$ cat config.mk
export PLATFORM = sky130hd
export DESIGN_NAME = internal_ram_and_sfr_bus_decoder_core
export DESIGN_NICKNAME = d
export VERILOG_FILES = /design/src/sv/irsd_pkg.sv /design/src/sv/irsd_ram.sv /design/src/sv/irsd_sfr.sv /design/src/sv/internal_ram_and_sfr_bus_decoder_core.sv
export SDC_FILE = /design/constraint.sdc
export NUM_CORES = 2
export LEC_CHECK = 0
export BUFFER_PORTS_ARGS = -buffer_cell sky130_fd_sc_hd__buf_2
export CORE_MARGIN = 8
export CORE_UTILIZATION = 35
export DETAILED_ROUTE_END_ITERATION = 12
export PLACE_DENSITY = 0.59
export RECOVER_POWER = 50
export SLEW_MARGIN = 40
export SYNTH_ARGS = -nofsm -noshare
export SYNTH_HDL_FRONTEND = slang
export SYNTH_HIERARCHICAL = 1
export SYNTH_SLANG_ARGS = --single-unit
$ cat constraint.sdc
create_clock -name clk_i -period 8.1 [get_ports clk_i]
set_input_delay 0.81 -clock clk_i [delete_from_list [all_inputs] [get_ports clk_i]]
set_output_delay 0.81 -clock clk_i [all_outputs]
set_load 0.05 [all_outputs]
$ cat src/sv/irsd_pkg.sv
// Shared types, register offsets and helpers for the internal RAM and SFR decoder.
// No dependencies; every other file imports this package.
`default_nettype none
package irsd_pkg;

  localparam int unsigned RamBytes = 256;
  localparam int unsigned RamWords = RamBytes / 2;
  localparam int unsigned RamAw    = $clog2(RamWords);

  localparam logic [19:0] ADDR_TOP = 20'hFFFFF;
  localparam logic [2:0]  WIN_LOW  = 3'b111;

  localparam logic OP_WRITE = 1'b1;

  // SFR offsets, relative to the start of the SFR page
  localparam logic [7:0] SFR_P0    = 8'h00;
  localparam logic [7:0] SFR_P1    = 8'h08;
  localparam logic [7:0] SFR_P2    = 8'h10;
  localparam logic [7:0] SFR_PT    = 8'h38;
  localparam logic [7:0] SFR_EXIC0 = 8'h4C;
  localparam logic [7:0] SFR_EXIC1 = 8'h4D;
  localparam logic [7:0] SFR_EXIC2 = 8'h4E;
  localparam logic [7:0] SFR_TM0   = 8'h80;
  localparam logic [7:0] SFR_MD0   = 8'h82;
  localparam logic [7:0] SFR_TM1   = 8'h88;
  localparam logic [7:0] SFR_MD1   = 8'h8A;
  localparam logic [7:0] SFR_TMC0  = 8'h90;
  localparam logic [7:0] SFR_TMC1  = 8'h91;
  localparam logic [7:0] SFR_TMIC0 = 8'h9C;
  localparam logic [7:0] SFR_TMIC1 = 8'h9D;
  localparam logic [7:0] SFR_TMIC2 = 8'h9E;
  localparam logic [7:0] SFR_FLAG  = 8'hEA;
  localparam logic [7:0] SFR_PRC   = 8'hEB;
  localparam logic [7:0] SFR_TBIC  = 8'hEC;
  localparam logic [7:0] SFR_IRQS  = 8'hEF;
  localparam logic [7:0] SFR_ISPR  = 8'hFC;
  localparam logic [7:0] SFR_IDB   = 8'hFF;

  // timer word registers
  localparam logic [1:0] TW_TM0 = 2'd0;
  localparam logic [1:0] TW_MD0 = 2'd1;
  localparam logic [1:0] TW_TM1 = 2'd2;
  localparam logic [1:0] TW_MD1 = 2'd3;

  localparam logic [1:0] TIMER_TB = 2'd3;

  typedef enum logic [2:0] {
    KIND_DONE   = 3'd0,
    KIND_EXT_WR = 3'd1,
    KIND_PORT   = 3'd2,
    KIND_TSTART = 3'd3,
    KIND_TSTOP  = 3'd4
  } kind_e;

  typedef struct packed {
    logic        opcode;
    logic        is_word;
    logic [19:0] address;
    logic [15:0] write_data;
    logic [31:0] port_levels;
    logic [15:0] ext_read_data;
    logic [3:0]  line_levels;
    logic [7:0]  irq_status;
    logic [7:0]  in_service;
  } in_word_t;

  typedef struct packed {
    kind_e       kind;
    logic [19:0] mem_address;
    logic [7:0]  byte_value;
    logic [1:0]  port_index;
    logic [1:0]  timer_index;
    logic [25:0] timer_period;
    logic        timer_repeat;
    logic [15:0] read_data;
    logic        last;
  } out_word_t;

  // up to two side effects of one byte step
  typedef struct packed {
    out_word_t   ev0;
    out_word_t   ev1;
    logic [1:0]  cnt;
  } ev_pair_t;

  typedef struct packed {
    logic       wr_en;
    logic [7:0] offset;
    logic [7:0] data;
  } sfr_req_t;

  typedef struct packed {
    logic        wr_en;
    logic [1:0]  idx;
    logic [15:0] data;
  } tw_req_t;

  function automatic out_word_t mk_ev(input kind_e k, input logic [19:0] addr,
                                      input logic [7:0] b, input logic [1:0] port,
                                      input logic [1:0] tidx, input logic [25:0] per,
                                      input logic rep);
    out_word_t w;
    w.kind         = k;
    w.mem_address  = addr;
    w.byte_value   = b;
    w.port_index   = port;
    w.timer_index  = tidx;
    w.timer_period = per;
    w.timer_repeat = rep;
    w.read_data    = 16'h0;
    w.last         = 1'b0;
    return w;
  endfunction

  function automatic logic [4:0] tb_shift(input logic [1:0] code);
    logic [4:0] s;
    case (code)
      2'd0:    s = 5'd10;
      2'd1:    s = 5'd13;
      2'd2:    s = 5'd16;
      default: s = 5'd20;
    endcase
    return s;
  endfunction

endpackage
`default_nettype wire

$ cat src/sv/irsd_ram.sv
// Internal data RAM: 128 x 16, one write port, one read port with registered data.
// Depends on irsd_pkg.
`default_nettype none
module irsd_ram import irsd_pkg::*; (
  input  wire logic              clk_i,
  input  wire logic              we_i,
  input  wire logic [RamAw-1:0]  waddr_i,
  input  wire logic [15:0]       wdata_i,
  input  wire logic              re_i,
  input  wire logic [RamAw-1:0]  raddr_i,
  output logic      [15:0]       rdata_o
);

  logic [15:0] mem [RamWords];

  always_ff @(posedge clk_i) begin
    if (we_i) begin
      mem[waddr_i] <= wdata_i;
    end
  end

  always_ff @(posedge clk_i) begin
    if (re_i) begin
      rdata_o <= mem[raddr_i];
    end
  end

endmodule
`default_nettype wire

$ cat src/sv/irsd_sfr.sv
// Special function registers: interrupt control, flags, PRC, IDB and timers.
// Byte read mux, byte write side effects and timer word access. Depends on irsd_pkg.
`default_nettype none
module irsd_sfr import irsd_pkg::*; (
  input  wire logic     clk_i,
  input  wire logic     rst_ni,
  input  wire sfr_req_t req_i,
  input  wire tw_req_t  tw_i,
  input  wire in_word_t item_i,
  output logic [7:0]    rdata_o,
  output logic [15:0]   tw_rdata_o,
  output ev_pair_t      ev_o,
  output logic [7:0]    window_base_o,
  output logic          ram_en_o
);

  logic [7:0]  wb_q, wb_d;
  logic        ren_q, ren_d;
  logic [1:0]  tbc_q, tbc_d;
  logic [1:0]  cdc_q, cdc_d;
  logic [1:0]  flags_q, flags_d;
  logic [6:0]  pend_q, pend_d;
  logic [6:0]  unm_q, unm_d;
  logic [6:0]  bank_q, bank_d;
  logic [2:0]  eprio_q, eprio_d;
  logic [2:0]  tprio_q, tprio_d;
  logic [15:0] tcnt_q [2];
  logic [15:0] tcnt_d [2];
  logic [15:0] tmod_q [2];
  logic [15:0] tmod_d [2];

  function automatic logic [25:0] tperiod(input logic [15:0] m, input logic [1:0] cd,
                                          input logic big, input logic half);
    logic [31:0] b;
    logic [31:0] p;
    b = (32'(m) << 1) << cd;
    if (big) p = b << 7;
    else if (half) p = (b << 2) + (b << 1);
    else p = (b << 3) + (b << 2);
    return p[25:0];
  endfunction

  function automatic logic [7:0] irq_rd(input logic p, input logic u, input logic k,
                                        input logic [2:0] prio);
    return {p, ~u, 1'b0, k, 1'b0, prio};
  endfunction

  assign window_base_o = wb_q;
  assign ram_en_o      = ren_q;

  // byte read mux
  always_comb begin
    rdata_o = 8'h00;
    unique case (req_i.offset)
      SFR_P0:    rdata_o = item_i.port_levels[7:0];
      SFR_P1:    rdata_o = {item_i.port_levels[15:12], ~item_i.line_levels};
      SFR_P2:    rdata_o = item_i.port_levels[23:16];
      SFR_PT:    rdata_o = item_i.port_levels[31:24];
      SFR_EXIC0: rdata_o = irq_rd(pend_q[0], unm_q[0], bank_q[0], eprio_q);
      SFR_EXIC1: rdata_o = irq_rd(pend_q[1], unm_q[1], bank_q[1], 3'd7);
      SFR_EXIC2: rdata_o = irq_rd(pend_q[2], unm_q[2], bank_q[2], 3'd7);
      SFR_TMIC0: rdata_o = irq_rd(pend_q[3], unm_q[3], bank_q[3], tprio_q);
      SFR_TMIC1: rdata_o = irq_rd(pend_q[4], unm_q[4], bank_q[4], 3'd7);
      SFR_TMIC2: rdata_o = irq_rd(pend_q[5], unm_q[5], bank_q[5], 3'd7);
      SFR_FLAG:  rdata_o = {2'b00, flags_q[1], 1'b0, flags_q[0], 3'b000};
      SFR_PRC:   rdata_o = {1'b0, ren_q, 2'b00, tbc_q, cdc_q};
      SFR_TBIC:  rdata_o = irq_rd(pend_q[6], unm_q[6], bank_q[6], 3'd7);
      SFR_IRQS:  rdata_o = item_i.irq_status;
      SFR_ISPR:  rdata_o = item_i.in_service;
      SFR_IDB:   rdata_o = wb_q;
      default:   rdata_o = 8'h00;
    endcase
  end

  always_comb begin
    unique case (tw_i.idx)
      TW_TM0:  tw_rdata_o = tcnt_q[0];
      TW_MD0:  tw_rdata_o = tmod_q[0];
      TW_TM1:  tw_rdata_o = tcnt_q[1];
      default: tw_rdata_o = tmod_q[1];
    endcase
  end

  // write side effects
  always_comb begin
    logic [7:0]  d;
    logic [1:0]  cd_new;
    logic [31:0] tb_per;
    d       = req_i.data;
    cd_new  = (d[1:0] == 2'd3) ? 2'd2 : d[1:0];
    tb_per  = (32'd2 << cd_new) << tb_shift(d[3:2]);
    wb_d    = wb_q;
    ren_d   = ren_q;
    tbc_d   = tbc_q;
    cdc_d   = cdc_q;
    flags_d = flags_q;
    pend_d  = pend_q;
    unm_d   = unm_q;
    bank_d  = bank_q;
    eprio_d = eprio_q;
    tprio_d = tprio_q;
    tcnt_d  = tcnt_q;
    tmod_d  = tmod_q;
    ev_o    = '0;
    if (req_i.wr_en) begin
      unique case (req_i.offset)
        SFR_P0: begin
          ev_o.ev0 = mk_ev(KIND_PORT, 20'h0, d, 2'd0, 2'd0, 26'h0, 1'b0);
          ev_o.cnt = 2'd1;
        end
        SFR_P1: begin
          ev_o.ev0 = mk_ev(KIND_PORT, 20'h0, {d[7:4], 4'h0}, 2'd1, 2'd0, 26'h0, 1'b0);
          ev_o.cnt = 2'd1;
        end
        SFR_P2: begin
          ev_o.ev0 = mk_ev(KIND_PORT, 20'h0, d, 2'd2, 2'd0, 26'h0, 1'b0);
          ev_o.cnt = 2'd1;
        end
        SFR_EXIC0, SFR_EXIC1, SFR_EXIC2, SFR_TMIC0, SFR_TMIC1, SFR_TMIC2, SFR_TBIC: begin
          logic [2:0] i;
          logic [7:0] dd;
          dd = d;
          case (req_i.offset)
            SFR_EXIC0: i = 3'd0;
            SFR_EXIC1: i = 3'd1;
            SFR_EXIC2: i = 3'd2;
            SFR_TMIC0: i = 3'd3;
            SFR_TMIC1: i = 3'd4;
            SFR_TMIC2: i = 3'd5;
            default: begin
              i  = 3'd6;
              dd = d & 8'hC0;   // bank switching stays off for the time base
            end
          endcase
          pend_d[i] = dd[7];
          unm_d[i]  = ~dd[6];
          bank_d[i] = dd[4];
          if (req_i.offset == SFR_EXIC0) eprio_d = d[2:0];
          if (req_i.offset == SFR_TMIC0) tprio_d = d[2:0];
        end
        SFR_TMC0: begin
          ev_o.cnt = 2'd2;
          if (d[0]) begin
            ev_o.ev0 = d[7]
              ? mk_ev(KIND_TSTART, 20'h0, 8'h0, 2'd0, 2'd0,
                      tperiod(tcnt_q[0], cdc_q, d[6], 1'b0), 1'b0)
              : mk_ev(KIND_TSTOP, 20'h0, 8'h0, 2'd0, 2'd0, 26'h0, 1'b0);
            ev_o.ev1 = d[5]
              ? mk_ev(KIND_TSTART, 20'h0, 8'h0, 2'd0, 2'd1,
                      tperiod(tmod_q[0], cdc_q, d[4], 1'b0), 1'b0)
              : mk_ev(KIND_TSTOP, 20'h0, 8'h0, 2'd0, 2'd1, 26'h0, 1'b0);
          end else if (d[7]) begin
            ev_o.ev0 = mk_ev(KIND_TSTART, 20'h0, 8'h0, 2'd0, 2'd0,
                             tperiod(tmod_q[0], cdc_q, d[6], 1'b1), 1'b1);
            ev_o.ev1 = mk_ev(KIND_TSTOP, 20'h0, 8'h0, 2'd0, 2'd1, 26'h0, 1'b0);
            tcnt_d[0] = tmod_q[0];
          end else begin
            ev_o.ev0 = mk_ev(KIND_TSTOP, 20'h0, 8'h0, 2'd0, 2'd0, 26'h0, 1'b0);
            ev_o.ev1 = mk_ev(KIND_TSTOP, 20'h0, 8'h0, 2'd0, 2'd1, 26'h0, 1'b0);
          end
        end
        SFR_TMC1: begin
          ev_o.cnt = 2'd1;
          if (d[7]) begin
            ev_o.ev0 = mk_ev(KIND_TSTART, 20'h0, 8'h0, 2'd0, 2'd2,
                             tperiod(tmod_q[1], cdc_q, d[6], 1'b1), 1'b1);
            tcnt_d[1] = tmod_q[1];
          end else begin
            ev_o.ev0 = mk_ev(KIND_TSTOP, 20'h0, 8'h0, 2'd0, 2'd2, 26'h0, 1'b0);
          end
        end
        SFR_FLAG: flags_d = {d[5], d[3]};
        SFR_PRC: begin
          ren_d    = d[6];
          tbc_d    = d[3:2];
          cdc_d    = cd_new;
          ev_o.ev0 = mk_ev(KIND_TSTART, 20'h0, 8'h0, 2'd0, TIMER_TB, tb_per[25:0], 1'b1);
          ev_o.cnt = 2'd1;
        end
        SFR_IDB: wb_d = d;
        default: ;
      endcase
    end
    if (tw_i.wr_en) begin
      unique case (tw_i.idx)
        TW_TM0:  tcnt_d[0] = tw_i.data;
        TW_MD0:  tmod_d[0] = tw_i.data;
        TW_TM1:  tcnt_d[1] = tw_i.data;
        default: tmod_d[1] = tw_i.data;
      endcase
    end
  end

  always_ff @(posedge clk_i or negedge rst_ni) begin
    if (!rst_ni) begin
      wb_q    <= 8'hFF;
      ren_q   <= 1'b1;
      tbc_q   <= 2'd3;
      cdc_q   <= 2'd2;
      flags_q <= 2'd0;
      pend_q  <= '0;
      unm_q   <= '0;
      bank_q  <= '0;
      eprio_q <= 3'd7;
      tprio_q <= 3'd7;
      tcnt_q  <= '{default: 16'h0};
      tmod_q  <= '{default: 16'h0};
    end else begin
      wb_q    <= wb_d;
      ren_q   <= ren_d;
      tbc_q   <= tbc_d;
      cdc_q   <= cdc_d;
      flags_q <= flags_d;
      pend_q  <= pend_d;
      unm_q   <= unm_d;
      bank_q  <= bank_d;
      eprio_q <= eprio_d;
      tprio_q <= tprio_d;
      tcnt_q  <= tcnt_d;
      tmod_q  <= tmod_d;
    end
  end

endmodule
`default_nettype wire

$ cat src/sv/internal_ram_and_sfr_bus_decoder_core.sv
// Top level of the internal RAM and SFR bus decoder: access sequencer and output register.
// Depends on irsd_pkg, irsd_ram and irsd_sfr.
//
// Usage: one bus access enters as a word on the input channel (in_valid_i, in_stall_o,
// in_word_i). The block answers with one to four words on the output channel
// (out_valid_o, out_stall_i, out_word_o): port writes, external byte writes and
// timer start or stop commands in program order, then one completion word with
// last set and the read data.
// An access is worked as byte steps. A byte access is one step; a word access is
// two (address, then address plus one), except an even word to TM0, MD0, TM1 or MD1.
// Each step reads the RAM word in one cycle and merges and writes back in the next,
// so RAM read-modify-write needs no forwarding: the next read is issued later.
// Each byte step passes the address, execute and emit check states; the completion
// is then loaded from the done state, and each side-effect word is loaded from the
// emit state. An even timer word access goes from the address state straight to done.
// The block takes one access at a time; the next access can be taken in the cycle
// after the completion is loaded, even while the completion waits.
// A stalled receiver holds the output register; the emit and done states wait with it.
// Reset returns the sequencer state, the output valid flag and the SFRs to their defaults;
// RAM contents are undefined until written.
`default_nettype none
module internal_ram_and_sfr_bus_decoder_core import irsd_pkg::*; (
  input  wire logic      clk_i,
  input  wire logic      rst_ni,
  input  wire logic      in_valid_i,
  output logic           in_stall_o,
  input  wire in_word_t  in_word_i,
  output logic           out_valid_o,
  input  wire logic      out_stall_i,
  output out_word_t      out_word_o
);

  typedef enum logic [2:0] {
    ST_IDLE,
    ST_ADDR,
    ST_EXEC,
    ST_EMIT,
    ST_DONE
  } state_e;

  state_e      state_q;
  in_word_t    item_q;
  logic        step_q;
  logic [15:0] rd_q;
  ev_pair_t    ev_q;
  logic [1:0]  ev_idx_q;
  logic        out_valid_q;
  out_word_t   out_q;

  logic [19:0] cur_addr;
  logic [8:0]  off;
  logic [7:0]  wbyte;
  logic        is_wr;
  logic        win_hit;
  logic        hit;
  logic        ram_sel;
  logic        sfr_sel;
  logic        tw_hit;
  logic [1:0]  tw_idx;
  logic [15:0] ram_rdata;
  logic [7:0]  sfr_rdata;
  logic [15:0] tw_rdata;
  logic [7:0]  window_base;
  logic        ram_en;
  logic        out_free;
  logic        out_load;
  logic [7:0]  rd_byte;
  ev_pair_t    sfr_ev;
  ev_pair_t    step_ev;
  out_word_t   done_word;
  sfr_req_t    sfr_req;
  tw_req_t     tw_req;

  // Decode the current byte step against the live window and RAM enable.
  assign cur_addr = step_q ? (item_q.address + 20'd1) : item_q.address;
  assign off      = cur_addr[8:0];
  assign wbyte    = step_q ? item_q.write_data[15:8] : item_q.write_data[7:0];
  assign is_wr    = (item_q.opcode == OP_WRITE);
  assign win_hit  = (cur_addr[19:9] == {window_base, WIN_LOW});
  assign hit      = win_hit || (cur_addr == ADDR_TOP);
  assign ram_sel  = hit && ram_en && !off[8];
  assign sfr_sel  = hit && off[8];
  assign out_free = !out_valid_q || !out_stall_i;
  assign out_load = out_free && (((state_q == ST_EMIT) && (ev_idx_q < ev_q.cnt)) ||
                                 (state_q == ST_DONE));

  // Even word to a timer count or modulus goes straight to the 16-bit register.
  always_comb begin
    tw_idx = TW_TM0;
    tw_hit = 1'b0;
    if (item_q.is_word && !step_q && !cur_addr[0] && win_hit && off[8]) begin
      unique case (off[7:0])
        SFR_TM0: begin tw_idx = TW_TM0; tw_hit = 1'b1; end
        SFR_MD0: begin tw_idx = TW_MD0; tw_hit = 1'b1; end
        SFR_TM1: begin tw_idx = TW_TM1; tw_hit = 1'b1; end
        SFR_MD1: begin tw_idx = TW_MD1; tw_hit = 1'b1; end
        default: ;
      endcase
    end
  end

  assign tw_req.wr_en = (state_q == ST_ADDR) && tw_hit && is_wr;
  assign tw_req.idx   = tw_idx;
  assign tw_req.data  = item_q.write_data;

  assign sfr_req.wr_en  = (state_q == ST_EXEC) && is_wr && sfr_sel;
  assign sfr_req.offset = off[7:0];
  assign sfr_req.data   = wbyte;

  irsd_ram u_ram (
    .clk_i   (clk_i),
    .we_i    ((state_q == ST_EXEC) && is_wr && ram_sel),
    .waddr_i (off[RamAw:1]),
    .wdata_i (off[0] ? {wbyte, ram_rdata[7:0]} : {ram_rdata[15:8], wbyte}),
    .re_i    (state_q == ST_ADDR),
    .raddr_i (off[RamAw:1]),
    .rdata_o (ram_rdata)
  );

  irsd_sfr u_sfr (
    .clk_i         (clk_i),
    .rst_ni        (rst_ni),
    .req_i         (sfr_req),
    .tw_i          (tw_req),
    .item_i        (item_q),
    .rdata_o       (sfr_rdata),
    .tw_rdata_o    (tw_rdata),
    .ev_o          (sfr_ev),
    .window_base_o (window_base),
    .ram_en_o      (ram_en)
  );

  // Read byte and side effects of the current step.
  always_comb begin
    if (ram_sel) begin
      rd_byte = off[0] ? ram_rdata[15:8] : ram_rdata[7:0];
    end else if (sfr_sel) begin
      rd_byte = sfr_rdata;
    end else begin
      rd_byte = step_q ? item_q.ext_read_data[15:8] : item_q.ext_read_data[7:0];
    end
    step_ev = '0;
    if (is_wr) begin
      if (sfr_sel) begin
        step_ev = sfr_ev;
      end else if (!ram_sel) begin
        step_ev.ev0 = mk_ev(KIND_EXT_WR, cur_addr, wbyte, 2'd0, 2'd0, 26'h0, 1'b0);
        step_ev.cnt = 2'd1;
      end
    end
  end

  // Completion word: read data for a read, zero for a write.
  always_comb begin
    done_word           = mk_ev(KIND_DONE, 20'h0, 8'h0, 2'd0, 2'd0, 26'h0, 1'b0);
    done_word.read_data = is_wr ? 16'h0 : rd_q;
    done_word.last      = 1'b1;
  end

  always_ff @(posedge clk_i or negedge rst_ni) begin
    if (!rst_ni) begin
      state_q     <= ST_IDLE;
      step_q      <= 1'b0;
      ev_idx_q    <= 2'd0;
      out_valid_q <= 1'b0;
    end else begin
      // load a new output word, or drop the old one once taken
      if (out_load) begin
        out_valid_q <= 1'b1;
      end else if (!out_stall_i) begin
        out_valid_q <= 1'b0;
      end
      unique case (state_q)
        ST_IDLE: begin
          if (in_valid_i) begin
            item_q  <= in_word_i;
            step_q  <= 1'b0;
            rd_q    <= 16'h0;
            state_q <= ST_ADDR;
          end
        end
        ST_ADDR: begin
          if (tw_hit) begin
            if (!is_wr) rd_q <= tw_rdata;
            state_q <= ST_DONE;
          end else begin
            state_q <= ST_EXEC;
          end
        end
        ST_EXEC: begin
          if (!is_wr) begin
            if (step_q) rd_q[15:8] <= rd_byte;
            else rd_q[7:0] <= rd_byte;
          end
          ev_q     <= step_ev;
          ev_idx_q <= 2'd0;
          state_q  <= ST_EMIT;
        end
        ST_EMIT: begin
          if (ev_idx_q < ev_q.cnt) begin
            if (out_free) begin
              out_q    <= (ev_idx_q == 2'd0) ? ev_q.ev0 : ev_q.ev1;
              ev_idx_q <= ev_idx_q + 2'd1;
            end
          end else if (item_q.is_word && !step_q) begin
            step_q  <= 1'b1;
            state_q <= ST_ADDR;
          end else begin
            state_q <= ST_DONE;
          end
        end
        ST_DONE: begin
          if (out_free) begin
            out_q   <= done_word;
            state_q <= ST_IDLE;
          end
        end
        default: state_q <= ST_IDLE;
      endcase
    end
  end

  assign in_stall_o  = (state_q != ST_IDLE);
  assign out_valid_o = out_valid_q;
  assign out_word_o  = out_q;

endmodule
`default_nettype wire
* Word level (Yosys, flattened, before mapping) *
Memory sizes are Yosys's and may differ from the RTL's. A register that Yosys moved wholly into a read port is not among the register bits.
Index checks and enable logic that the tools add are counted.

operators by class
  add/subtract/negate cells = 6
  magnitude comparators = 3
  equal/unequal tests = 44
  shift-type cells = 5
  multiplexer cells = 82
  bitwise gates (word level) = 10
  reductions and logical operators = 55

operator list
  cell                                                                 count
  79-bit 2-to-1 mux                                                    9
  79-bit case mux with 6 select lines                                  1
  158-bit 2-to-1 mux                                                   2
  16-bit 2-to-1 mux                                                    13
  160-bit 2-to-1 mux                                                   1
  79-bit case mux with 2 select lines                                  1
  8-bit case mux with 16 select lines                                  1
  8-bit == test (second input constant)                                15
  26-bit adder                                                         4
  26-bit 2-to-1 mux                                                    4
  16-bit case mux with 3 select lines                                  2
  77-bit 2-to-1 mux                                                    1
  8-bit 2-to-1 mux                                                     9
  32-bit 2-to-1 mux                                                    2
  17-bit by 2-bit left shift with 25-bit output                        2
  2-bit by 2-bit left shift with 32-bit output (first input constant)  1
  32-bit by 5-bit left shift with 26-bit output                        1
  8-bit by 7-bit == test with 1-bit output (second input constant)     3
  17-bit by 2-bit left shift with 24-bit output                        1
  7-bit bitwise mux                                                    3
  3-bit 2-to-1 mux                                                     7
  20-bit by 1-bit adder with 20-bit output (second input constant)     1
  20-bit == test (second input constant)                               1
  20-bit 2-to-1 mux                                                    1
  45 further kinds                                                     119

word-level totals
  register bits after elaboration = 474
  bits in writable memories = 2048
  input port bits = 110
  output and inout port bits = 81
  word-level logic and storage cells = 263
  memories kept = 1

memory list
  name       depth  width  read ports  clocked after Yosys merged registers in  wr ports  line            source
  u_ram.mem  128    16     1           1                                        1         irsd_ram.sv:14  logic [15:0] mem [RamWords];

* Logic depth before layout (Yosys ltp) *
  word-level depth = 12
  mapped depth = 19
  depth with buffers taken out = 18

* Cells and area by module *
Netlist, hierarchy kept.

by module, submodules not included
  module                                 instances  cells each  area an instance (µm²)  sequential area each (µm²)
  irsd_ram                               1          3086        78683.0                 61979.4
  internal_ram_and_sfr_bus_decoder_core  1          1109        15605.0                 11015.6
  irsd_sfr                               1          1444        11808.8                 2675.1

* Worst setup path after synthesis *
OpenSTA, ideal clock, no wires.

  path kind = flip-flop to flip-flop
  start point = register step_q
  end point = memory u_ram.mem[0][2], data pin
  library setup time = 1198 ps
  arrival = 6595 ps
  setup slack = 308 ps
  cell stages (with the launch flop) = 6
  path buffers = 3
  period minus slack after synthesis = 7792 ps
  cell sequence = dfrtp_1 -> buf_6 -> buf_1 -> buf_1 -> mux2i_1 -> o21ai_0

on the way
  longest elaborated chain between the ends = 2
  elaborated cells on any way between the ends = 3
  classes of those cells = mux (3)

ends and longest elaborated chain
  item                                                   line                                                                                      source
  start: declaration                                     internal_ram_and_sfr_bus_decoder_core.sv:43                                               logic step_q;
  start signal: assignment                               internal_ram_and_sfr_bus_decoder_core.sv:163                                              step_q <= 1'b0;
  start signal: assignment                               internal_ram_and_sfr_bus_decoder_core.sv:177                                              step_q <= 1'b0;
  start signal: assignment                               internal_ram_and_sfr_bus_decoder_core.sv:206                                              step_q <= 1'b1;
  8-bit 2-to-1 mux or 20-bit 2-to-1 mux (tied branches)  internal_ram_and_sfr_bus_decoder_core.sv:77, internal_ram_and_sfr_bus_decoder_core.sv:75
  16-bit 2-to-1 mux *                                    internal_ram_and_sfr_bus_decoder_core.sv:114                                              .wdata_i (off[0] ? {wbyte, ram_rdata[7:0]} : {ram_rdata[15:8], wbyte}),
  end: declaration                                       irsd_ram.sv:14

Every way passes the cells marked *; elsewhere a longest branch is shown, timed or not.

* Final worst setup path *
  start point = register step_q
  end point = memory u_ram.mem[16][2], data pin

The elaborated chain is that of the path after synthesis.

==> results.sh <==
export IMPL_grt_pass1_vias=55300
export IMPL_irDropWorstVdd_uv=317
export IMPL_rows=202
export IMPL_htree_levels=5
export IMPL_cp_required_ps=8650
export IMPL_final_min_clock_period_ps=6990
export IMPL_setup_ws_ps=1110
export IMPL_clkTransAtPathRegs_ps=60
export IMPL_finClkSkew_ps=46.5
export IMPL_dieArea_mm2=0.321
export IMPL_drive_gt1_share_pct=24.8
export IMPL_start_util_pct=35.1
export IMPL_die_w_um=566
export IMPL_tightest_slew_ps=4210
export IMPL_fin_tns_setup_ps=0
export IMPL_clock_latency_ps=850
export IMPL_drt_iter0_markers=5867
export IMPL_pre_cts_slack_ps=1790
export IMPL_yosys_warnings=6
export IMPL_post_cts_buffers=0
export IMPL_vias=55200
export IMPL_pin_count=191
export IMPL_violations="max-capacitance violations, max-slew violations"
export IMPL_grt_pass1_wl_mm=398
export IMPL_cts_sinks=2534
export IMPL_grt_ovfl_total=0
export IMPL_dp_hpwl_mm=173
export IMPL_grt_total_usage_pct=16.6
export IMPL_hold_path_class="input port to flop"
export IMPL_clockBufferDepth=4
export IMPL_utilization_pct=40.1
export IMPL_setup_viol=0
export IMPL_antenna_found_initial=17
export IMPL_status="finished, violations left"
export IMPL_core_area_mm2=0.302
export IMPL_wl_per_cell_um=26.9
export IMPL_gp_congestion=0.869
export IMPL_rsz0062_at_grt="no"
export IMPL_numCtsBuffers=272
export IMPL_dp_cells=9748
export IMPL_drc=0
export IMPL_holdWs_ps=138
export IMPL_hold_viol_final=0
export IMPL_cts_resized=0
export IMPL_area_delta_synth_final_pct=14.2
export IMPL_cap_violations=25
export IMPL_worstSetupPathType="flop to flop"
export IMPL_root_buffer="clkbuf_16"
export IMPL_io_buffers=186
export IMPL_die_h_um=566
export IMPL_maxSlewViolCount=1245
export IMPL_clock_fmax_mhz=143
export IMPL_final_antenna_net_count=0
export IMPL_r2r_cells=8
export IMPL_syn_inst=5635
export IMPL_crit_arrival_ps=7540
export IMPL_grt_max_degree=117
export IMPL_nFillCells=26900
export IMPL_cp_end_kind="flop"
export IMPL_cp_max_fo=58
export IMPL_via_per_inst=5.39
export IMPL_powerDensity_mw_per_mm2=315
export IMPL_post_route_period_util_pct=86.3
export IMPL_cp_start_kind="flop"
export IMPL_syn_area_mm2=0.106
export IMPL_nNetsFinal=6221
export IMPL_drt_wl_total_mm=275
export IMPL_firstDrtPassIters=6
export IMPL_holdPathStages=1
export IMPL_cts_hold_buf=0
export IMPL_p_leak_nw=39.5
export IMPL_slew_headroom_pct=-180
export IMPL_tritoncts="built"
export IMPL_layout_cells_non_filler=10200
export IMPL_avgSynthCellArea_um2=18.8
per-layer routing:
| metal | wire, um | track usage, % |
|---|---|---|
| met5 | 9 | 0 |
| met4 | 8090 | 4.44 |
| met3 | 21500 | 3.00 |
| met1 | 116000 | 23.5 |
| met2 | 130000 | 26.6 |
worst paths after layout:
path	start	end	slack [ps]
hold / removal	in_word_i[36]	item_q[36]	140
max in group asynchronous	rst_ni	u_sfr/cdc_q[0]	1960
hold reg to reg	u_sfr/bank_q[4]	u_sfr/bank_q[4]	490
min in group asynchronous	rst_ni	out_valid_o	990
setup reg to reg	step_q	u_ram/mem[16][2]	1110
setup / recovery	step_q	u_ram/mem[16][2]	1110
flip-flops by register name, summed over array words and instances (netlist names), 2 cells and up:
signal,flops
u_sfr/tbc_q,2
ev_idx_q,2
rd_q,16
u_sfr/window_base_o,8
u_sfr/tmod_q,32
ev_q,160
u_sfr/tprio_q,3
u_ram/rdata_o,16
u_sfr/flags_q,2
u_sfr/unm_q,7
u_sfr/bank_q,7
item_q,101
u_sfr/pend_q,7
u_ram/mem,2048
u_sfr/cdc_q,2
out_word_o,79
u_sfr/tcnt_q,32
state_q,3
u_sfr/eprio_q,3
report_power, final:
group          switching (mW)  leakage, nW  internal (mW)
logic                    6.17         12.1           2.71
clock network            5.00         4.04           6.81
registers               0.163         23.4           17.3
total                    11.3         39.5           26.8
placed cells by master, fill, tap and decap left out, types with 14 or more instances in the layout:
master,instances
a21oi_1,99
clkbuf_16,276
a22oi_1,25
nand4_1,22
mux2_2,89
nand2_1,268
and3_1,25
o22ai_1,14
clkinv_1,60
nor3_1,43
ha_1,57
conb_1,91
xor2_1,23
o21ai_0,157
mux2i_1,174
nor2_1,315
xnor2_1,43
mux4_2,696
dfrtp_1,94
bufinv_16,16
nand2b_1,23
inv_1,45
and2_1,148
buf_2,78
clkbuf_1,201
clkinv_2,29
nand3_1,69
or3_1,15
nor2b_1,31
a21o_1,19
dfstp_2,18
o211ai_1,28
a211oi_1,23
edfxtp_1,2421
buf_4,203
metrics by stage:
stage                     cell area (um^2)  power, mW
after floorplan                     106000       23.4
after global placement              113000       26.2
after detailed placement            113000       26.7
after CTS                           121000       38.5
after global routing                121000       39.5
final                               121000       38.1
worst max-delay path, stage by stage, from the launching register on:
cell and delay, ps:
dfrtp_1 530, buf_4 550, xor2_1 520, clkbuf_1 2030
nand2_1 180, o21ai_0 200, clkbuf_1 800, clkbuf_2 1190
buf_4 590
cell type report:
type,count,area [um^2],share of cell area (%)
sequential,2534,75600,62.4
multi-input combinational,2738,28800,23.8
clock buffer,347,7180,5.94
tap,3978,4980,4.11
timing repair buffer,452,3070,2.54
clock inverter,127,1160,0.958
inverter,56,234,0.193
antenna,3,7.51,0.00620
Note: power is estimated with default switching activity, not from simulation.
